===== src/hdl/c_line_code_scanner_top_assert.svh =====
// ----------------------------------------------------------------------------
// c_line_code_scanner_top_assert.svh
// assertion macros for the c line code scanner
// ----------------------------------------------------------------------------
`ifndef C_LINE_CODE_SCANNER_TOP_ASSERT_SVH
`define C_LINE_CODE_SCANNER_TOP_ASSERT_SVH

`ifndef NO_ASSERTIONS

// clocked check, off while reset is applied
`define CLCS_ASSERT(lbl, prop, msg) \
    lbl: assert property (@(posedge clk) disable iff (!rst_n) prop) else $error(msg);

// clocked check that also holds during reset
`define CLCS_ASSERT_ALWAYS(lbl, prop, msg) \
    lbl: assert property (@(posedge clk) prop) else $error(msg);

`else

`define CLCS_ASSERT(lbl, prop, msg)
`define CLCS_ASSERT_ALWAYS(lbl, prop, msg)

`endif

`endif


===== src/hdl/clcs_pkg.sv =====
// ----------------------------------------------------------------------------
// clcs_pkg
// shared types and constants of the c line code scanner
// ----------------------------------------------------------------------------
package clcs_pkg;

    localparam int MAX_LINE   = 1024;
    localparam int POS_W      = $clog2(MAX_LINE + 1);
    localparam int IDX_W      = $clog2(MAX_LINE);
    localparam int DEPTH_W    = $clog2(MAX_LINE + 1);
    localparam int CODE_END_W = 11;
    localparam int PAREN_W    = 12;

    localparam logic [7:0] CH_SLASH  = 8'h2F;
    localparam logic [7:0] CH_STAR   = 8'h2A;
    localparam logic [7:0] CH_BSLASH = 8'h5C;
    localparam logic [7:0] CH_SQUOTE = 8'h27;
    localparam logic [7:0] CH_DQUOTE = 8'h22;
    localparam logic [7:0] CH_LBRACE = 8'h7B;
    localparam logic [7:0] CH_RBRACE = 8'h7D;
    localparam logic [7:0] CH_LPAREN = 8'h28;
    localparam logic [7:0] CH_RPAREN = 8'h29;
    localparam logic [7:0] CH_SEMI   = 8'h3B;

    typedef enum logic [3:0] {
        MODE_NORMAL,
        MODE_SLASH,
        MODE_BLOCK,
        MODE_BLOCK_STAR,
        MODE_LINE,
        MODE_SQ,
        MODE_SQ_ESC,
        MODE_DQ,
        MODE_DQ_ESC
    } lex_mode_t;

    typedef enum logic [1:0] {
        BRACE_NONE,
        BRACE_OPEN,
        BRACE_CLOSE
    } brace_kind_t;

    typedef struct packed {
        logic [7:0] ch;
        logic       line_end;
    } item_t;

    typedef struct packed {
        logic signed [CODE_END_W-1:0] code_end_index;
        logic                         ends_statement;
        logic                         ends_with_open_brace;
        logic                         unmatched_close_brace;
        logic signed [PAREN_W-1:0]    paren_balance;
    } result_t;

endpackage


===== src/hdl/clcs_if.sv =====
// ----------------------------------------------------------------------------
// clcs_in_if / clcs_out_if
// valid/ready channels for characters in and line reports out
// ----------------------------------------------------------------------------
interface clcs_in_if;
    logic       valid;
    logic       ready;
    logic [7:0] ch;
    logic       line_end;

    modport source (output valid, output ch, output line_end, input ready);
    modport sink   (input valid, input ch, input line_end, output ready);
endinterface

interface clcs_out_if;
    logic                                        valid;
    logic                                        ready;
    logic signed [clcs_pkg::CODE_END_W-1:0]      code_end_index;
    logic                                        ends_statement;
    logic                                        ends_with_open_brace;
    logic                                        unmatched_close_brace;
    logic signed [clcs_pkg::PAREN_W-1:0]         paren_balance;

    modport source (
        output valid, output code_end_index, output ends_statement,
        output ends_with_open_brace, output unmatched_close_brace,
        output paren_balance, input ready
    );
    modport sink (
        input valid, input code_end_index, input ends_statement,
        input ends_with_open_brace, input unmatched_close_brace,
        input paren_balance, output ready
    );
endinterface


===== src/hdl/clcs_in_reg.sv =====
// ----------------------------------------------------------------------------
// clcs_in_reg
// input register: holds one character transfer until the lexer takes it
// ----------------------------------------------------------------------------
module clcs_in_reg (
    input  logic             clk,
    input  logic             rst_n,
    clcs_in_if.sink          stream,
    input  logic             consume,
    output logic             valid,
    output clcs_pkg::item_t  item
);

    logic            valid_reg;
    logic            valid_next;
    clcs_pkg::item_t item_reg;
    logic            take;

    // the slot frees up in the same cycle the lexer consumes it
    assign stream.ready = !valid_reg || consume;
    assign take         = stream.valid && stream.ready;

    always_comb
    begin
        valid_next = valid_reg;
        if (take)
        begin
            valid_next = 1'b1;
        end
        else if (consume)
        begin
            valid_next = 1'b0;
        end
    end

    always_ff @(posedge clk or negedge rst_n)
    begin
        if (!rst_n)
        begin
            valid_reg <= 1'b0;
        end
        else
        begin
            valid_reg <= valid_next;
        end
    end

    always_ff @(posedge clk)
    begin
        if (take)
        begin
            item_reg.ch       <= stream.ch;
            item_reg.line_end <= stream.line_end;
        end
    end

    assign valid = valid_reg;
    assign item  = item_reg;

endmodule


===== src/hdl/clcs_lexer.sv =====
// ----------------------------------------------------------------------------
// clcs_lexer
// lexical state of the current line, one character per cycle unless a terminator waits for the result register
// ----------------------------------------------------------------------------
module clcs_lexer (
    input  logic               clk,
    input  logic               rst_n,
    input  logic               item_valid,
    input  clcs_pkg::item_t    item,
    input  logic               out_free,
    output logic               fire,
    output logic               res_valid,
    output clcs_pkg::result_t  res
);

    localparam logic signed [clcs_pkg::PAREN_W-1:0] PAREN_MAX =
        clcs_pkg::PAREN_W'(clcs_pkg::MAX_LINE);
    localparam logic signed [clcs_pkg::PAREN_W-1:0] PAREN_MIN = -PAREN_MAX;
    localparam logic [clcs_pkg::POS_W-1:0] POS_MAX =
        clcs_pkg::POS_W'(clcs_pkg::MAX_LINE);
    localparam logic [clcs_pkg::POS_W-1:0] IDX_LAST_POS =
        clcs_pkg::POS_W'(clcs_pkg::MAX_LINE - 1);
    localparam logic [clcs_pkg::DEPTH_W-1:0] DEPTH_MAX =
        clcs_pkg::DEPTH_W'(clcs_pkg::MAX_LINE);

    clcs_pkg::lex_mode_t                   mode_reg, mode_next;
    logic [clcs_pkg::POS_W-1:0]            pos_reg, pos_next;
    logic [clcs_pkg::CODE_END_W-1:0]       cutoff_reg, cutoff_next;
    logic [7:0]                            last_vis_reg, last_vis_next;
    logic [7:0]                            vis_slash_reg, vis_slash_next;
    logic [7:0]                            vis_comment_reg, vis_comment_next;
    logic signed [clcs_pkg::PAREN_W-1:0]   paren_reg, paren_next;
    logic [clcs_pkg::DEPTH_W-1:0]          depth_reg, depth_next;
    clcs_pkg::brace_kind_t                 brace_reg, brace_next;
    logic                                  close_zero_reg, close_zero_next;

    logic [7:0]                            c;
    logic [clcs_pkg::IDX_W-1:0]            idx;
    logic                                  code_char;
    logic                                  is_space;
    logic [clcs_pkg::CODE_END_W-1:0]       end_idx;
    logic [7:0]                            end_vis;

    // a terminator waits while the output register is still full
    assign fire      = item_valid && (!item.line_end || out_free);
    assign res_valid = fire && item.line_end;
    assign c         = item.ch;

    assign idx = (pos_reg >= IDX_LAST_POS) ? IDX_LAST_POS[clcs_pkg::IDX_W-1:0]
                                           : pos_reg[clcs_pkg::IDX_W-1:0];

    always_comb
    begin
        is_space = (c inside {8'h20, 8'h09, 8'h0A, 8'h0B, 8'h0C, 8'h0D});
    end

    // report of the line, from the state before the terminator
    always_comb
    begin
        case (mode_reg)
            clcs_pkg::MODE_LINE, clcs_pkg::MODE_BLOCK, clcs_pkg::MODE_BLOCK_STAR:
            begin
                end_idx = cutoff_reg;
                end_vis = vis_comment_reg;
            end
            clcs_pkg::MODE_SQ, clcs_pkg::MODE_SQ_ESC,
            clcs_pkg::MODE_DQ, clcs_pkg::MODE_DQ_ESC:
            begin
                end_idx = cutoff_reg;
                end_vis = 8'h00;
            end
            default:
            begin
                end_idx = clcs_pkg::CODE_END_W'(pos_reg) - clcs_pkg::CODE_END_W'(1);
                end_vis = last_vis_reg;
            end
        endcase
        res.code_end_index        = $signed(end_idx);
        res.ends_statement        = !end_idx[clcs_pkg::CODE_END_W-1] &&
                                    ((end_vis == clcs_pkg::CH_RBRACE) ||
                                     (end_vis == clcs_pkg::CH_SEMI));
        res.ends_with_open_brace  = (brace_reg == clcs_pkg::BRACE_OPEN);
        res.unmatched_close_brace = close_zero_reg;
        res.paren_balance         = paren_reg;
    end

    always_comb
    begin
        mode_next        = mode_reg;
        pos_next         = pos_reg;
        cutoff_next      = cutoff_reg;
        last_vis_next    = last_vis_reg;
        vis_slash_next   = vis_slash_reg;
        vis_comment_next = vis_comment_reg;
        paren_next       = paren_reg;
        depth_next       = depth_reg;
        brace_next       = brace_reg;
        close_zero_next  = close_zero_reg;
        code_char        = 1'b0;

        if (fire && item.line_end)
        begin
            mode_next        = clcs_pkg::MODE_NORMAL;
            pos_next         = '0;
            cutoff_next      = '1;
            last_vis_next    = 8'h00;
            vis_slash_next   = 8'h00;
            vis_comment_next = 8'h00;
            paren_next       = '0;
            depth_next       = '0;
            brace_next       = clcs_pkg::BRACE_NONE;
            close_zero_next  = 1'b0;
        end
        else if (fire)
        begin
            case (mode_reg)
                clcs_pkg::MODE_NORMAL:
                begin
                    code_char = 1'b1;
                end
                clcs_pkg::MODE_SLASH:
                begin
                    if (c == clcs_pkg::CH_SLASH)
                    begin
                        vis_comment_next = vis_slash_reg;
                        mode_next        = clcs_pkg::MODE_LINE;
                    end
                    else if (c == clcs_pkg::CH_STAR)
                    begin
                        vis_comment_next = vis_slash_reg;
                        mode_next        = clcs_pkg::MODE_BLOCK;
                    end
                    else
                    begin
                        // lone slash, this character is code again
                        mode_next = clcs_pkg::MODE_NORMAL;
                        code_char = 1'b1;
                    end
                end
                clcs_pkg::MODE_BLOCK:
                begin
                    if (c == clcs_pkg::CH_STAR)
                    begin
                        mode_next = clcs_pkg::MODE_BLOCK_STAR;
                    end
                end
                clcs_pkg::MODE_BLOCK_STAR:
                begin
                    if (c == clcs_pkg::CH_SLASH)
                    begin
                        mode_next = clcs_pkg::MODE_NORMAL;
                    end
                    else if (c != clcs_pkg::CH_STAR)
                    begin
                        mode_next = clcs_pkg::MODE_BLOCK;
                    end
                end
                clcs_pkg::MODE_SQ:
                begin
                    if (c == clcs_pkg::CH_BSLASH)
                    begin
                        mode_next = clcs_pkg::MODE_SQ_ESC;
                    end
                    else if (c == clcs_pkg::CH_SQUOTE)
                    begin
                        mode_next = clcs_pkg::MODE_NORMAL;
                    end
                end
                clcs_pkg::MODE_SQ_ESC:
                begin
                    mode_next = clcs_pkg::MODE_SQ;
                end
                clcs_pkg::MODE_DQ:
                begin
                    if (c == clcs_pkg::CH_BSLASH)
                    begin
                        mode_next = clcs_pkg::MODE_DQ_ESC;
                    end
                    else if (c == clcs_pkg::CH_DQUOTE)
                    begin
                        mode_next = clcs_pkg::MODE_NORMAL;
                    end
                end
                clcs_pkg::MODE_DQ_ESC:
                begin
                    mode_next = clcs_pkg::MODE_DQ;
                end
                default:
                begin
                    mode_next = mode_reg;
                end
            endcase

            if (code_char)
            begin
                case (c)
                    clcs_pkg::CH_SLASH:
                    begin
                        vis_slash_next = last_vis_reg;
                        cutoff_next    = clcs_pkg::CODE_END_W'(idx) -
                                         clcs_pkg::CODE_END_W'(1);
                        mode_next      = clcs_pkg::MODE_SLASH;
                    end
                    clcs_pkg::CH_SQUOTE:
                    begin
                        cutoff_next = clcs_pkg::CODE_END_W'(idx);
                        mode_next   = clcs_pkg::MODE_SQ;
                    end
                    clcs_pkg::CH_DQUOTE:
                    begin
                        cutoff_next = clcs_pkg::CODE_END_W'(idx);
                        mode_next   = clcs_pkg::MODE_DQ;
                    end
                    clcs_pkg::CH_LBRACE:
                    begin
                        if (depth_reg != DEPTH_MAX)
                        begin
                            depth_next = depth_reg + clcs_pkg::DEPTH_W'(1);
                        end
                        brace_next = clcs_pkg::BRACE_OPEN;
                    end
                    clcs_pkg::CH_RBRACE:
                    begin
                        // depth stays at zero, the flag is sticky
                        if (depth_reg == '0)
                        begin
                            close_zero_next = 1'b1;
                        end
                        else
                        begin
                            depth_next = depth_reg - clcs_pkg::DEPTH_W'(1);
                        end
                        brace_next = clcs_pkg::BRACE_CLOSE;
                    end
                    clcs_pkg::CH_LPAREN:
                    begin
                        if (paren_reg < PAREN_MAX)
                        begin
                            paren_next = paren_reg + clcs_pkg::PAREN_W'(1);
                        end
                    end
                    clcs_pkg::CH_RPAREN:
                    begin
                        if (paren_reg > PAREN_MIN)
                        begin
                            paren_next = paren_reg - clcs_pkg::PAREN_W'(1);
                        end
                    end
                    default:
                    begin
                        paren_next = paren_reg;
                    end
                endcase
            end

            if (!is_space)
            begin
                last_vis_next = c;
            end
            if (pos_reg != POS_MAX)
            begin
                pos_next = pos_reg + clcs_pkg::POS_W'(1);
            end
        end
    end

    always_ff @(posedge clk or negedge rst_n)
    begin
        if (!rst_n)
        begin
            mode_reg        <= clcs_pkg::MODE_NORMAL;
            pos_reg         <= '0;
            cutoff_reg      <= '1;
            last_vis_reg    <= 8'h00;
            vis_slash_reg   <= 8'h00;
            vis_comment_reg <= 8'h00;
            paren_reg       <= '0;
            depth_reg       <= '0;
            brace_reg       <= clcs_pkg::BRACE_NONE;
            close_zero_reg  <= 1'b0;
        end
        else
        begin
            mode_reg        <= mode_next;
            pos_reg         <= pos_next;
            cutoff_reg      <= cutoff_next;
            last_vis_reg    <= last_vis_next;
            vis_slash_reg   <= vis_slash_next;
            vis_comment_reg <= vis_comment_next;
            paren_reg       <= paren_next;
            depth_reg       <= depth_next;
            brace_reg       <= brace_next;
            close_zero_reg  <= close_zero_next;
        end
    end

endmodule


===== src/hdl/clcs_out_reg.sv =====
// ----------------------------------------------------------------------------
// clcs_out_reg
// result register: holds one line report until the sink takes it
// ----------------------------------------------------------------------------
module clcs_out_reg (
    input  logic               clk,
    input  logic               rst_n,
    input  logic               load,
    input  clcs_pkg::result_t  res,
    output logic               free,
    clcs_out_if.source         report
);

    logic              valid_reg;
    logic              valid_next;
    clcs_pkg::result_t res_reg;

    assign free = !valid_reg || report.ready;

    always_comb
    begin
        valid_next = valid_reg;
        if (load)
        begin
            valid_next = 1'b1;
        end
        else if (report.ready)
        begin
            valid_next = 1'b0;
        end
    end

    always_ff @(posedge clk or negedge rst_n)
    begin
        if (!rst_n)
        begin
            valid_reg <= 1'b0;
        end
        else
        begin
            valid_reg <= valid_next;
        end
    end

    always_ff @(posedge clk)
    begin
        if (load)
        begin
            res_reg <= res;
        end
    end

    assign report.valid                 = valid_reg;
    assign report.code_end_index        = res_reg.code_end_index;
    assign report.ends_statement        = res_reg.ends_statement;
    assign report.ends_with_open_brace  = res_reg.ends_with_open_brace;
    assign report.unmatched_close_brace = res_reg.unmatched_close_brace;
    assign report.paren_balance         = res_reg.paren_balance;

endmodule


===== src/hdl/c_line_code_scanner_top.sv =====
// ----------------------------------------------------------------------------
// c_line_code_scanner_top
// scans a c source line one character per transfer and reports its shape
// ----------------------------------------------------------------------------
//  channel  dir  modport  payload
//  stream   in   sink     ch, line_end
//  report   out  source   code_end_index, ends_statement, ends_with_open_brace,
//                         unmatched_close_brace, paren_balance
//
// one character per cycle: input register, lexer state update, result register
// a line report comes from the result register, loaded as its terminator fires
// rst_n clears the lexer state and both valid flags at once, no clearing pass
// a terminator waits in the input register while report holds an untaken result;
// characters keep flowing as long as no terminator is stalled
// ----------------------------------------------------------------------------
`include "c_line_code_scanner_top_assert.svh"

module c_line_code_scanner_top (
    input  logic        clk,
    input  logic        rst_n,
    clcs_in_if.sink     stream,
    clcs_out_if.source  report
);

    logic              in_valid;
    clcs_pkg::item_t   in_item;
    logic              lex_fire;
    logic              lex_res_valid;
    clcs_pkg::result_t lex_res;
    logic              out_free;

    clcs_in_reg u_in_reg (
        .clk     (clk),
        .rst_n   (rst_n),
        .stream  (stream),
        .consume (lex_fire),
        .valid   (in_valid),
        .item    (in_item)
    );

    clcs_lexer u_lexer (
        .clk        (clk),
        .rst_n      (rst_n),
        .item_valid (in_valid),
        .item       (in_item),
        .out_free   (out_free),
        .fire       (lex_fire),
        .res_valid  (lex_res_valid),
        .res        (lex_res)
    );

    clcs_out_reg u_out_reg (
        .clk    (clk),
        .rst_n  (rst_n),
        .load   (lex_res_valid),
        .res    (lex_res),
        .free   (out_free),
        .report (report)
    );

    // a report only comes from a terminator transfer through the lexer
    `CLCS_ASSERT(a_report_from_term, $rose(report.valid) |-> $past(lex_res_valid), "report without terminator")
    // a result never overwrites one that the sink has not taken
    `CLCS_ASSERT_ALWAYS(a_no_overwrite, lex_res_valid |-> (!report.valid || report.ready), "result overwritten")
    // a held character is not dropped before the lexer takes it
    `CLCS_ASSERT(a_item_kept, (in_valid && !lex_fire) |=> in_valid, "input item lost")

endmodule


===== src/flat_wrapper.sv =====
// flat-port wrapper written by rule: the top's interface ports become plain ports
module c_line_code_scanner_top_flat 
  (clk, rst_n, stream_valid, stream_ch, stream_line_end, stream_ready, report_valid, report_code_end_index, report_ends_statement, report_ends_with_open_brace, report_unmatched_close_brace, report_paren_balance, report_ready);
  clcs_in_if stream_i ();
  clcs_out_if report_i ();
  input  logic clk;
  input  logic rst_n;
  input wire logic [$bits(stream_i.valid)-1:0] stream_valid;
  input wire logic [$bits(stream_i.ch)-1:0] stream_ch;
  input wire logic [$bits(stream_i.line_end)-1:0] stream_line_end;
  output wire logic [$bits(stream_i.ready)-1:0] stream_ready;
  output wire logic [$bits(report_i.valid)-1:0] report_valid;
  output wire logic [$bits(report_i.code_end_index)-1:0] report_code_end_index;
  output wire logic [$bits(report_i.ends_statement)-1:0] report_ends_statement;
  output wire logic [$bits(report_i.ends_with_open_brace)-1:0] report_ends_with_open_brace;
  output wire logic [$bits(report_i.unmatched_close_brace)-1:0] report_unmatched_close_brace;
  output wire logic [$bits(report_i.paren_balance)-1:0] report_paren_balance;
  input wire logic [$bits(report_i.ready)-1:0] report_ready;
  assign stream_i.valid = stream_valid;
  assign stream_i.ch = stream_ch;
  assign stream_i.line_end = stream_line_end;
  assign stream_ready = stream_i.ready;
  assign report_valid = report_i.valid;
  assign report_code_end_index = report_i.code_end_index;
  assign report_ends_statement = report_i.ends_statement;
  assign report_ends_with_open_brace = report_i.ends_with_open_brace;
  assign report_unmatched_close_brace = report_i.unmatched_close_brace;
  assign report_paren_balance = report_i.paren_balance;
  assign report_i.ready = report_ready;
  c_line_code_scanner_top u_core (.clk(clk), .rst_n(rst_n), .stream(stream_i), .report(report_i));
endmodule

===== config.mk =====
export PLATFORM = sky130hd
export DESIGN_NAME = c_line_code_scanner_top_flat
export DESIGN_NICKNAME = d
export VERILOG_FILES = /design/src/hdl/clcs_pkg.sv /design/src/hdl/clcs_if.sv /design/src/hdl/clcs_in_reg.sv /design/src/hdl/clcs_lexer.sv /design/src/hdl/clcs_out_reg.sv /design/src/hdl/c_line_code_scanner_top.sv /design/src/flat_wrapper.sv
export VERILOG_INCLUDE_DIRS = /design/src /design/src/hdl
export SDC_FILE = /design/constraint.sdc
export NUM_CORES = 1
export LEC_CHECK = 0
export BUFFER_PORTS_ARGS = -buffer_cell sky130_fd_sc_hd__clkbuf_2
export CORE_ASPECT_RATIO = 0.7
export CORE_MARGIN = 2
export CORE_UTILIZATION = 55
export CTS_BUF_LIST = sky130_fd_sc_hd__clkbuf_8
export CTS_CLUSTER_DIAMETER = 60
export DETAILED_ROUTE_END_ITERATION = 10
export PLACE_DENSITY = 0.74
export SYNTH_ARGS = -nofsm -noshare
export SYNTH_HDL_FRONTEND = slang
export SYNTH_SLANG_ARGS = --single-unit

===== constraint.sdc =====
create_clock -name clk -period 4.2 [get_ports clk]
set_clock_uncertainty 0.05 [all_clocks]
set_input_delay 0.42 -clock clk [delete_from_list [all_inputs] [get_ports clk]]
set_output_delay 0.42 -clock clk [all_outputs]
set_load 0.02 [all_outputs]

==> results.sh, run 1 <==
export IMPL_wl_per_cell_um=17.4
export IMPL_layout_drive_gt1_share_pct=15.6
export IMPL_synth_ff_type="dfrtp_1"
export IMPL_ctsHtreeMaxLevel=4
export IMPL_worst_setup_path_end_kind="flip-flop"
export IMPL_max_slew_margin_pct=31.0
export IMPL_die_h_um=94.4
export IMPL_track_usage_pct=24.4
export IMPL_io_buffers=40
export IMPL_drtIter0Drc=424
export IMPL_p_per_area_nw_per_um2=429
export IMPL_seq_area_frac_synth_pct=47.0
export IMPL_dieWidth_um=133
export IMPL_ir_worst_vdd_v=0.000281
export IMPL_fin_tns_setup_ns=0
export IMPL_async_reset_ff_share_pct=69.0
export IMPL_clockRootBuffer="clkbuf_8"
export IMPL_clk_pin_slew_ns=0.08
export IMPL_hold_violations=0
export IMPL_final_cell_count_no_fill=834
export IMPL_hpwl_um=9760
export IMPL_fin_util_pct=63.8
export IMPL_antenna_found_initial=0
export IMPL_synthesis_nets=672
export IMPL_synth_area_leaders="dfrtp_1, edfxtp_1, dfstp_2"
export IMPL_numCtsBuffers=17
export IMPL_post_cts_buffers=0
export IMPL_ys_warn_count=0
export IMPL_crit_fanout=14
export IMPL_critPathArrivalTime_ns=3.69
export IMPL_crit_required_ns=4.49
export IMPL_drv_slew=0
export IMPL_drt_total_wl_um=14500
export IMPL_grt_max_degree=79
export IMPL_fmax_mhz=294
export IMPL_layout_nets=706
export IMPL_synth_mux_area_fraction_pct=2.65
export IMPL_avgViaCountPerCell=6.04
export IMPL_synth_top_family_by_area="compound AO/OA/AOI/OAI gates"
export IMPL_gp_congestion=0.857
export IMPL_synth_cells=634
export IMPL_setup_slack_ns=0.800
export IMPL_synth_xor_area_share_pct=5.74
export IMPL_rows=32
export IMPL_via_count=5039
export IMPL_total_power_mw=3.06
export IMPL_grt_pass1_vias=4665
export IMPL_dieArea_um2=12600
export IMPL_drc=0
export IMPL_outcome="completed"
export IMPL_grt_ovfl_total=0
export IMPL_cts_hold_fix_buffers=0
export IMPL_cap_violations=0
export IMPL_firstDrtPassIters=5
export IMPL_fin_crit_ns=3.40
export IMPL_rsz0062_at_grt="false"
export IMPL_setup_violations_final=0
export IMPL_grt_pass1_wl_um=23900
export IMPL_synth_fa_ha_area_share_pct=5.11
export IMPL_num_antenna_cells=0
export IMPL_clk_latency_ns=0.43
export IMPL_netlist_cell_type_count=70
export IMPL_top_level_ports=41
export IMPL_criticalPathCategory="reg -> reg"
export IMPL_start_kind="flip-flop"
export IMPL_synth_compound_area_share_pct=18.4
export IMPL_ys_ff_latch=113
export IMPL_synth_area_leader_cell="dfrtp_1"
export IMPL_fin_crit_sh_pct=81.0
export IMPL_cts_max_path_buffers=2
export IMPL_cts_resized=0
export IMPL_syn_to_final_growth_pct=11.1
export IMPL_floorplan_initialDensity_pct=57.4
export IMPL_clock_sinks=113
export IMPL_netlist_area_leader_share_pct=26.1
export IMPL_synth_area_per_cell_um2=10.1
export IMPL_leakage_nw=3.16
export IMPL_worst_slew_pin_slew_ns=1.03
export IMPL_core_area_um2=11200
export IMPL_synth_edf_count=35
export IMPL_drt_antenna_violating_nets=0
export IMPL_synth_area_um2=6410
export IMPL_hold_class="in -> async"
export IMPL_tritoncts="built"
export IMPL_pre_cts_ws_ns=0.852
export IMPL_yosys_area_share_simple_pct=18.1
export IMPL_dp_cells=802
[cell type report]
class                      count  area [um2]
clock buffer                  22         303
clock inverter                10         109
fill                         870        4040
inverter                      11        41.3
multi-input combinational    479        3210
sequential                   113        3020
tap                          153         191
timing repair buffer          46         260
[critical path, cell delays in order (launching register included)]
cell      delay [ns]
edfxtp_1        0.60
nand2b_1        0.25
nor4_1          0.36
nor2b_1         0.19
buf_4           0.23
ha_1            0.27
a211oi_1        0.23
o21bai_1        0.13
o31a_1          0.30
and3_1          0.19
or3_1           0.33
o211ai_1        0.17
[worst paths after layout]
path	to	from	cells after the start	slack, ns
worst min register to register	u_core.u_out_reg.report.unmatched_close_brace	u_core.u_lexer.close_zero_reg	0	0.43
worst min-delay path	u_core.u_lexer.paren_reg[1]	rst_n	1	0.07
max in group asynchronous	u_core.u_lexer.pos_reg[4]	rst_n	1	3.30
min in group clk	u_core.u_in_reg.item[7]	stream_ch[6]	1	0.11
worst max register to register	u_core.u_lexer.paren_reg[11]	u_core.u_in_reg.item[3]	11	0.80
worst max-delay path	u_core.u_lexer.paren_reg[11]	u_core.u_in_reg.item[3]	11	0.80
[layer usage]
metal	GRT usage, %	wire length [um]	vias to the layer above
met5	0	0	-
met4	8.60	190	0
met3	4.62	713	17
met2	36.4	6480	158
met1	36.0	7090	2450
li1	-	-	2414
[power breakdown]
part,switching [mW],internal [mW]
Clock,0.454,0.601
Sequential,0.0856,1.23
Combinational,0.413,0.272
[placed cells by master, fill, tap and decap left out, types with 6 or more instances in the layout]
cell type | Yosys | layout
nor2_1 | 69 | 69
dfrtp_1 | 67 | 67
nand2_1 | 46 | 46
a21oi_1 | 46 | 46
clkbuf_2 | 0 | 39
edfxtp_1 | 35 | 35
o21ai_0 | 30 | 30
a22o_1 | 29 | 29
xnor2_1 | 23 | 23
ha_1 | 23 | 23
clkbuf_8 | 0 | 22
xor2_1 | 19 | 19
nor3_1 | 18 | 18
mux2i_1 | 17 | 17
nand3_1 | 13 | 13
inv_1 | 11 | 11
dfstp_2 | 11 | 11
and3_1 | 10 | 10
or3_1 | 9 | 9
nor2b_1 | 9 | 9
and2_1 | 8 | 8
a211oi_1 | 8 | 8
nand4_1 | 7 | 7
nor4_1 | 7 | 7
o21ai_1 | 6 | 6
a22oi_1 | 6 | 6
a21o_1 | 6 | 6
buf_4 | 2 | 6
[cells in the mapped netlist (8+ instances only)]
cell and n:
nor2_1 69, dfrtp_1 67, a21oi_1 46, nand2_1 46
edfxtp_1 35, o21ai_0 30, a22o_1 29, ha_1 23
xnor2_1 23, xor2_1 19, nor3_1 18, mux2i_1 17
clkbuf_1 16, nand3_1 13, dfstp_2 11, inv_1 11
and3_1 10, nor2b_1 9, or3_1 9, a211oi_1 8
and2_1 8, buf_2 8
[logic make-up after synthesis]
kind of cell,after synthesis
XOR/XNOR,42
flip-flops,113
multiplexers,17
adder cells (fa/ha/maj),25
AO/OA/AOI/OAI,171
buffers and inverters,42
AND/OR/NAND/NOR,224
[per-stage QoR]
step / hold WS [ns] / instance area (um2)
after CTS: 0.0947 / 7130
after floorplan: 0.0744 / 6410
final: 0.0742 / 7130
after detailed placement: 0.422 / 6720
after global placement: 0.422 / 6720
after global routing: 0.0892 / 7130
(Power assumes the default switching activity.)
==> run 2: changes to the inputs <==
- ABC_AREA: not set -> 1
- clock period: 4.2 -> 3.4 ns (I/O delays scaled with it)
==> results.sh, run 2 <==
export IMPL_outcome="completed"
export IMPL_ir_worst_vdd_v=0.000394
export IMPL_fillers=1030
export IMPL_crit_buf_inv=1
export IMPL_grt_pass1_wl_um=26100
export IMPL_cts_max_path_buffers=2
export IMPL_seq_area_frac_synth_pct=46.2
export IMPL_avgViaCountPerCell=5.54
export IMPL_drtIter0Drc=404
export IMPL_track_usage_pct=26.5
export IMPL_synth_most_common_cell="nand2_1"
export IMPL_ctsHtreeMaxLevel=4
export IMPL_netlist_cell_type_count=44
export IMPL_via_count=5624
export IMPL_critPathArrivalTime_ns=3.15
export IMPL_swShare_pct=33.4
export IMPL_grt_ovfl_total=0
export IMPL_synth_area_leader_cell="dfrtp_1"
export IMPL_criticalPathCategory="reg -> reg"
export IMPL_grt_pass1_vias=5217
export IMPL_final_cell_mix="nand2_1, inv_1, nor2_1, dfrtp_1, nand3_1"
export IMPL_clockRootBuffer="clkbuf_8"
export IMPL_fin_tns_setup_ns=0
export IMPL_p_per_area_nw_per_um2=551
export IMPL_synth_area_um2=6530
export IMPL_async_reset_ff_share_pct=69.0
export IMPL_ys_warn_count=0
export IMPL_layout_drive_gt1_share_pct=14.1
export IMPL_fmax_mhz=348
export IMPL_hold_violations=0
export IMPL_setup_violations_final=0
export IMPL_crit_required_ns=3.68
export IMPL_intPower_mw=2.67
export IMPL_grt_max_degree=79
export IMPL_stdcell_area_um2=7290
export IMPL_layout_nets=883
export IMPL_path_delay_family="simple AND/OR/NAND/NOR gates"
export IMPL_numCtsBuffers=17
export IMPL_core_area_um2=11600
export IMPL_num_antenna_cells=0
export IMPL_io_buffers=40
export IMPL_fin_crit_ns=2.87
export IMPL_dieWidth_um=134
export IMPL_drc=0
export IMPL_rows=33
export IMPL_start_kind="flip-flop"
export IMPL_antenna_found_initial=0
export IMPL_firstDrtPassIters=5
export IMPL_power_switching_mw=1.34
export IMPL_clk_pin_slew_ns=0.07
export IMPL_cap_violations=0
export IMPL_drt_total_wl_um=15700
export IMPL_gp_congestion=0.983
export IMPL_drt_antenna_violating_nets=0
export IMPL_max_slew_margin_pct=32.3
export IMPL_place_area_um2=6860
export IMPL_rsz0062_at_grt="false"
export IMPL_cts_hold_fix_buffers=0
export IMPL_synthesis_nets=832
export IMPL_synth_edf_count=35
export IMPL_ys_top_cells_by_count="nand2_1, inv_1, nor2_1"
export IMPL_crit_top_cell="nand2_1"
export IMPL_synth_area_leaders="dfrtp_1, edfxtp_1, nand2_1"
export IMPL_hpwl_um=11500
export IMPL_critPathSlowestCell="edfxtp_1"
export IMPL_syn_to_final_growth_pct=11.6
export IMPL_ys_ff_latch=113
export IMPL_wl_per_cell_um=15.5
export IMPL_top_level_ports=41
export IMPL_hold_class="in -> async"
export IMPL_cpPeakStageDelay_ns=0.43
export IMPL_synth_cells=794
export IMPL_leakage_nw=3.44
export IMPL_dieArea_um2=12800
export IMPL_seqPwrFrac_pct=41.3
export IMPL_netlist_area_leader_share_pct=25.7
export IMPL_tritoncts="built"
export IMPL_cts_resized=0
export IMPL_synth_ff_type="dfrtp_1"
export IMPL_post_cts_buffers=0
export IMPL_clock_sinks=113
export IMPL_worst_slew_pin_slew_ns=1.02
export IMPL_layout_commonest_cell="nand2_1"
export IMPL_drv_slew=0
export IMPL_fin_crit_sh_pct=84.4
export IMPL_crit_fanout=11
export IMPL_worst_setup_path_end_kind="flip-flop"
export IMPL_pwr_share_clk_pct=33.9
export IMPL_synth_area_per_cell_um2=8.23
export IMPL_combPwrFrac_pct=24.8
export IMPL_total_power_mw=4.02
export IMPL_clk_latency_ns=0.43
export IMPL_die_h_um=95.2
export IMPL_floorplan_initialDensity_pct=56.1
export IMPL_worstPathCellList="nor2_1 -> nand3_1 -> nor2_1 -> nand2_1 -> inv_1 -> ha_1 -> a21oi_1 -> nand2_1 -> nand2_1 -> and2_1 -> o21ai_0 -> or2_2 -> nand4_1 -> nand2_1"
## run 2: cell types whose count changed after synthesis, moves of 23 or more
| cell | delta |
|---|---|
| o21ai_0 | +29 |
| a22o_1 | -29 |
| nand2_1 | +139 |
| inv_1 | +79 |
| nand3_1 | +47 |
| a21oi_1 | -23 |
## run 2: stage by stage
step           worst slack [ns]  hold slack [ns]  util, %  instances
2_1_floorplan             0.804         -0.00559        -        794
3_3_place_gp              0.691            0.389     59.0        983
3_5_place_dp              0.571            0.395     59.0        983
4_1_cts                   0.560          0.00621     62.6       1015
5_1_grt                   0.265          0.00474     62.6       1015
6_report                  0.530         0.000883     62.6       1015
## run 2: cell type report
class                           count  area, um2  area share [%]
Multi-Input combinational cell    575       3070            42.0
Sequential cell                   113       3020            41.4
Inverter                           94        353            4.84
Clock buffer                       17        234            3.21
Timing Repair Buffer               44        233            3.19
Tap cell                          157        196            2.69
Clock inverter                     15        195            2.68
## run 2: path summary, 6_finish.rpt
| kind | startpoint | endpoint | slack (ns) | cells past startpoint |
|---|---|---|---|---|
| setup / recovery | u_core.u_in_reg.item[8] | u_core.u_lexer.paren_reg[11] | 0.53 | 14 |
| hold / removal | rst_n | u_core.u_lexer.depth_reg[3] | 0.0009 | 1 |
| setup reg to reg | u_core.u_in_reg.item[8] | u_core.u_lexer.paren_reg[11] | 0.53 | 14 |
| hold reg to reg | u_core.u_lexer.close_zero_reg | u_core.u_out_reg.report.unmatched_close_brace | 0.40 | 0 |
| max in group asynchronous | rst_n | u_core.u_lexer.last_vis_reg[0] | 2.61 | 1 |
| min in group clk | stream_ch[0] | u_core.u_in_reg.item[1] | 0.03 | 1 |
## run 2: cells by family (layout without fill, tap and decap cells)
logic type	Yosys count	after routing	synth area share, %
XOR/XNOR	26	26	3.49
AO/OA/AOI/OAI	130	130	11.4
adder cells (fa/ha/maj)	25	25	5.02
buffers and inverters	106	170	6.90
AND/OR/NAND/NOR	394	394	27.0
flip-flops	113	113	46.2
## run 2: power groups by stage
stage | sequential, mW | combinational (mW) | clock [mW]
after global placement | 1.68 | 0.950 | 0
after CTS | 1.66 | 0.984 | 1.39
final | 1.66 | 0.996 | 1.36
after detailed placement | 1.68 | 0.977 | 0
after floorplan | 1.71 | 0.684 | 0
after global routing | 1.67 | 1.11 | 1.46
## run 2: per-layer routing
metal  GRT usage, %  wire length (um)
met3           5.90              1070
met4           8.68               229
met1           40.3              7910
met5              0                 0
met2           37.3              6480
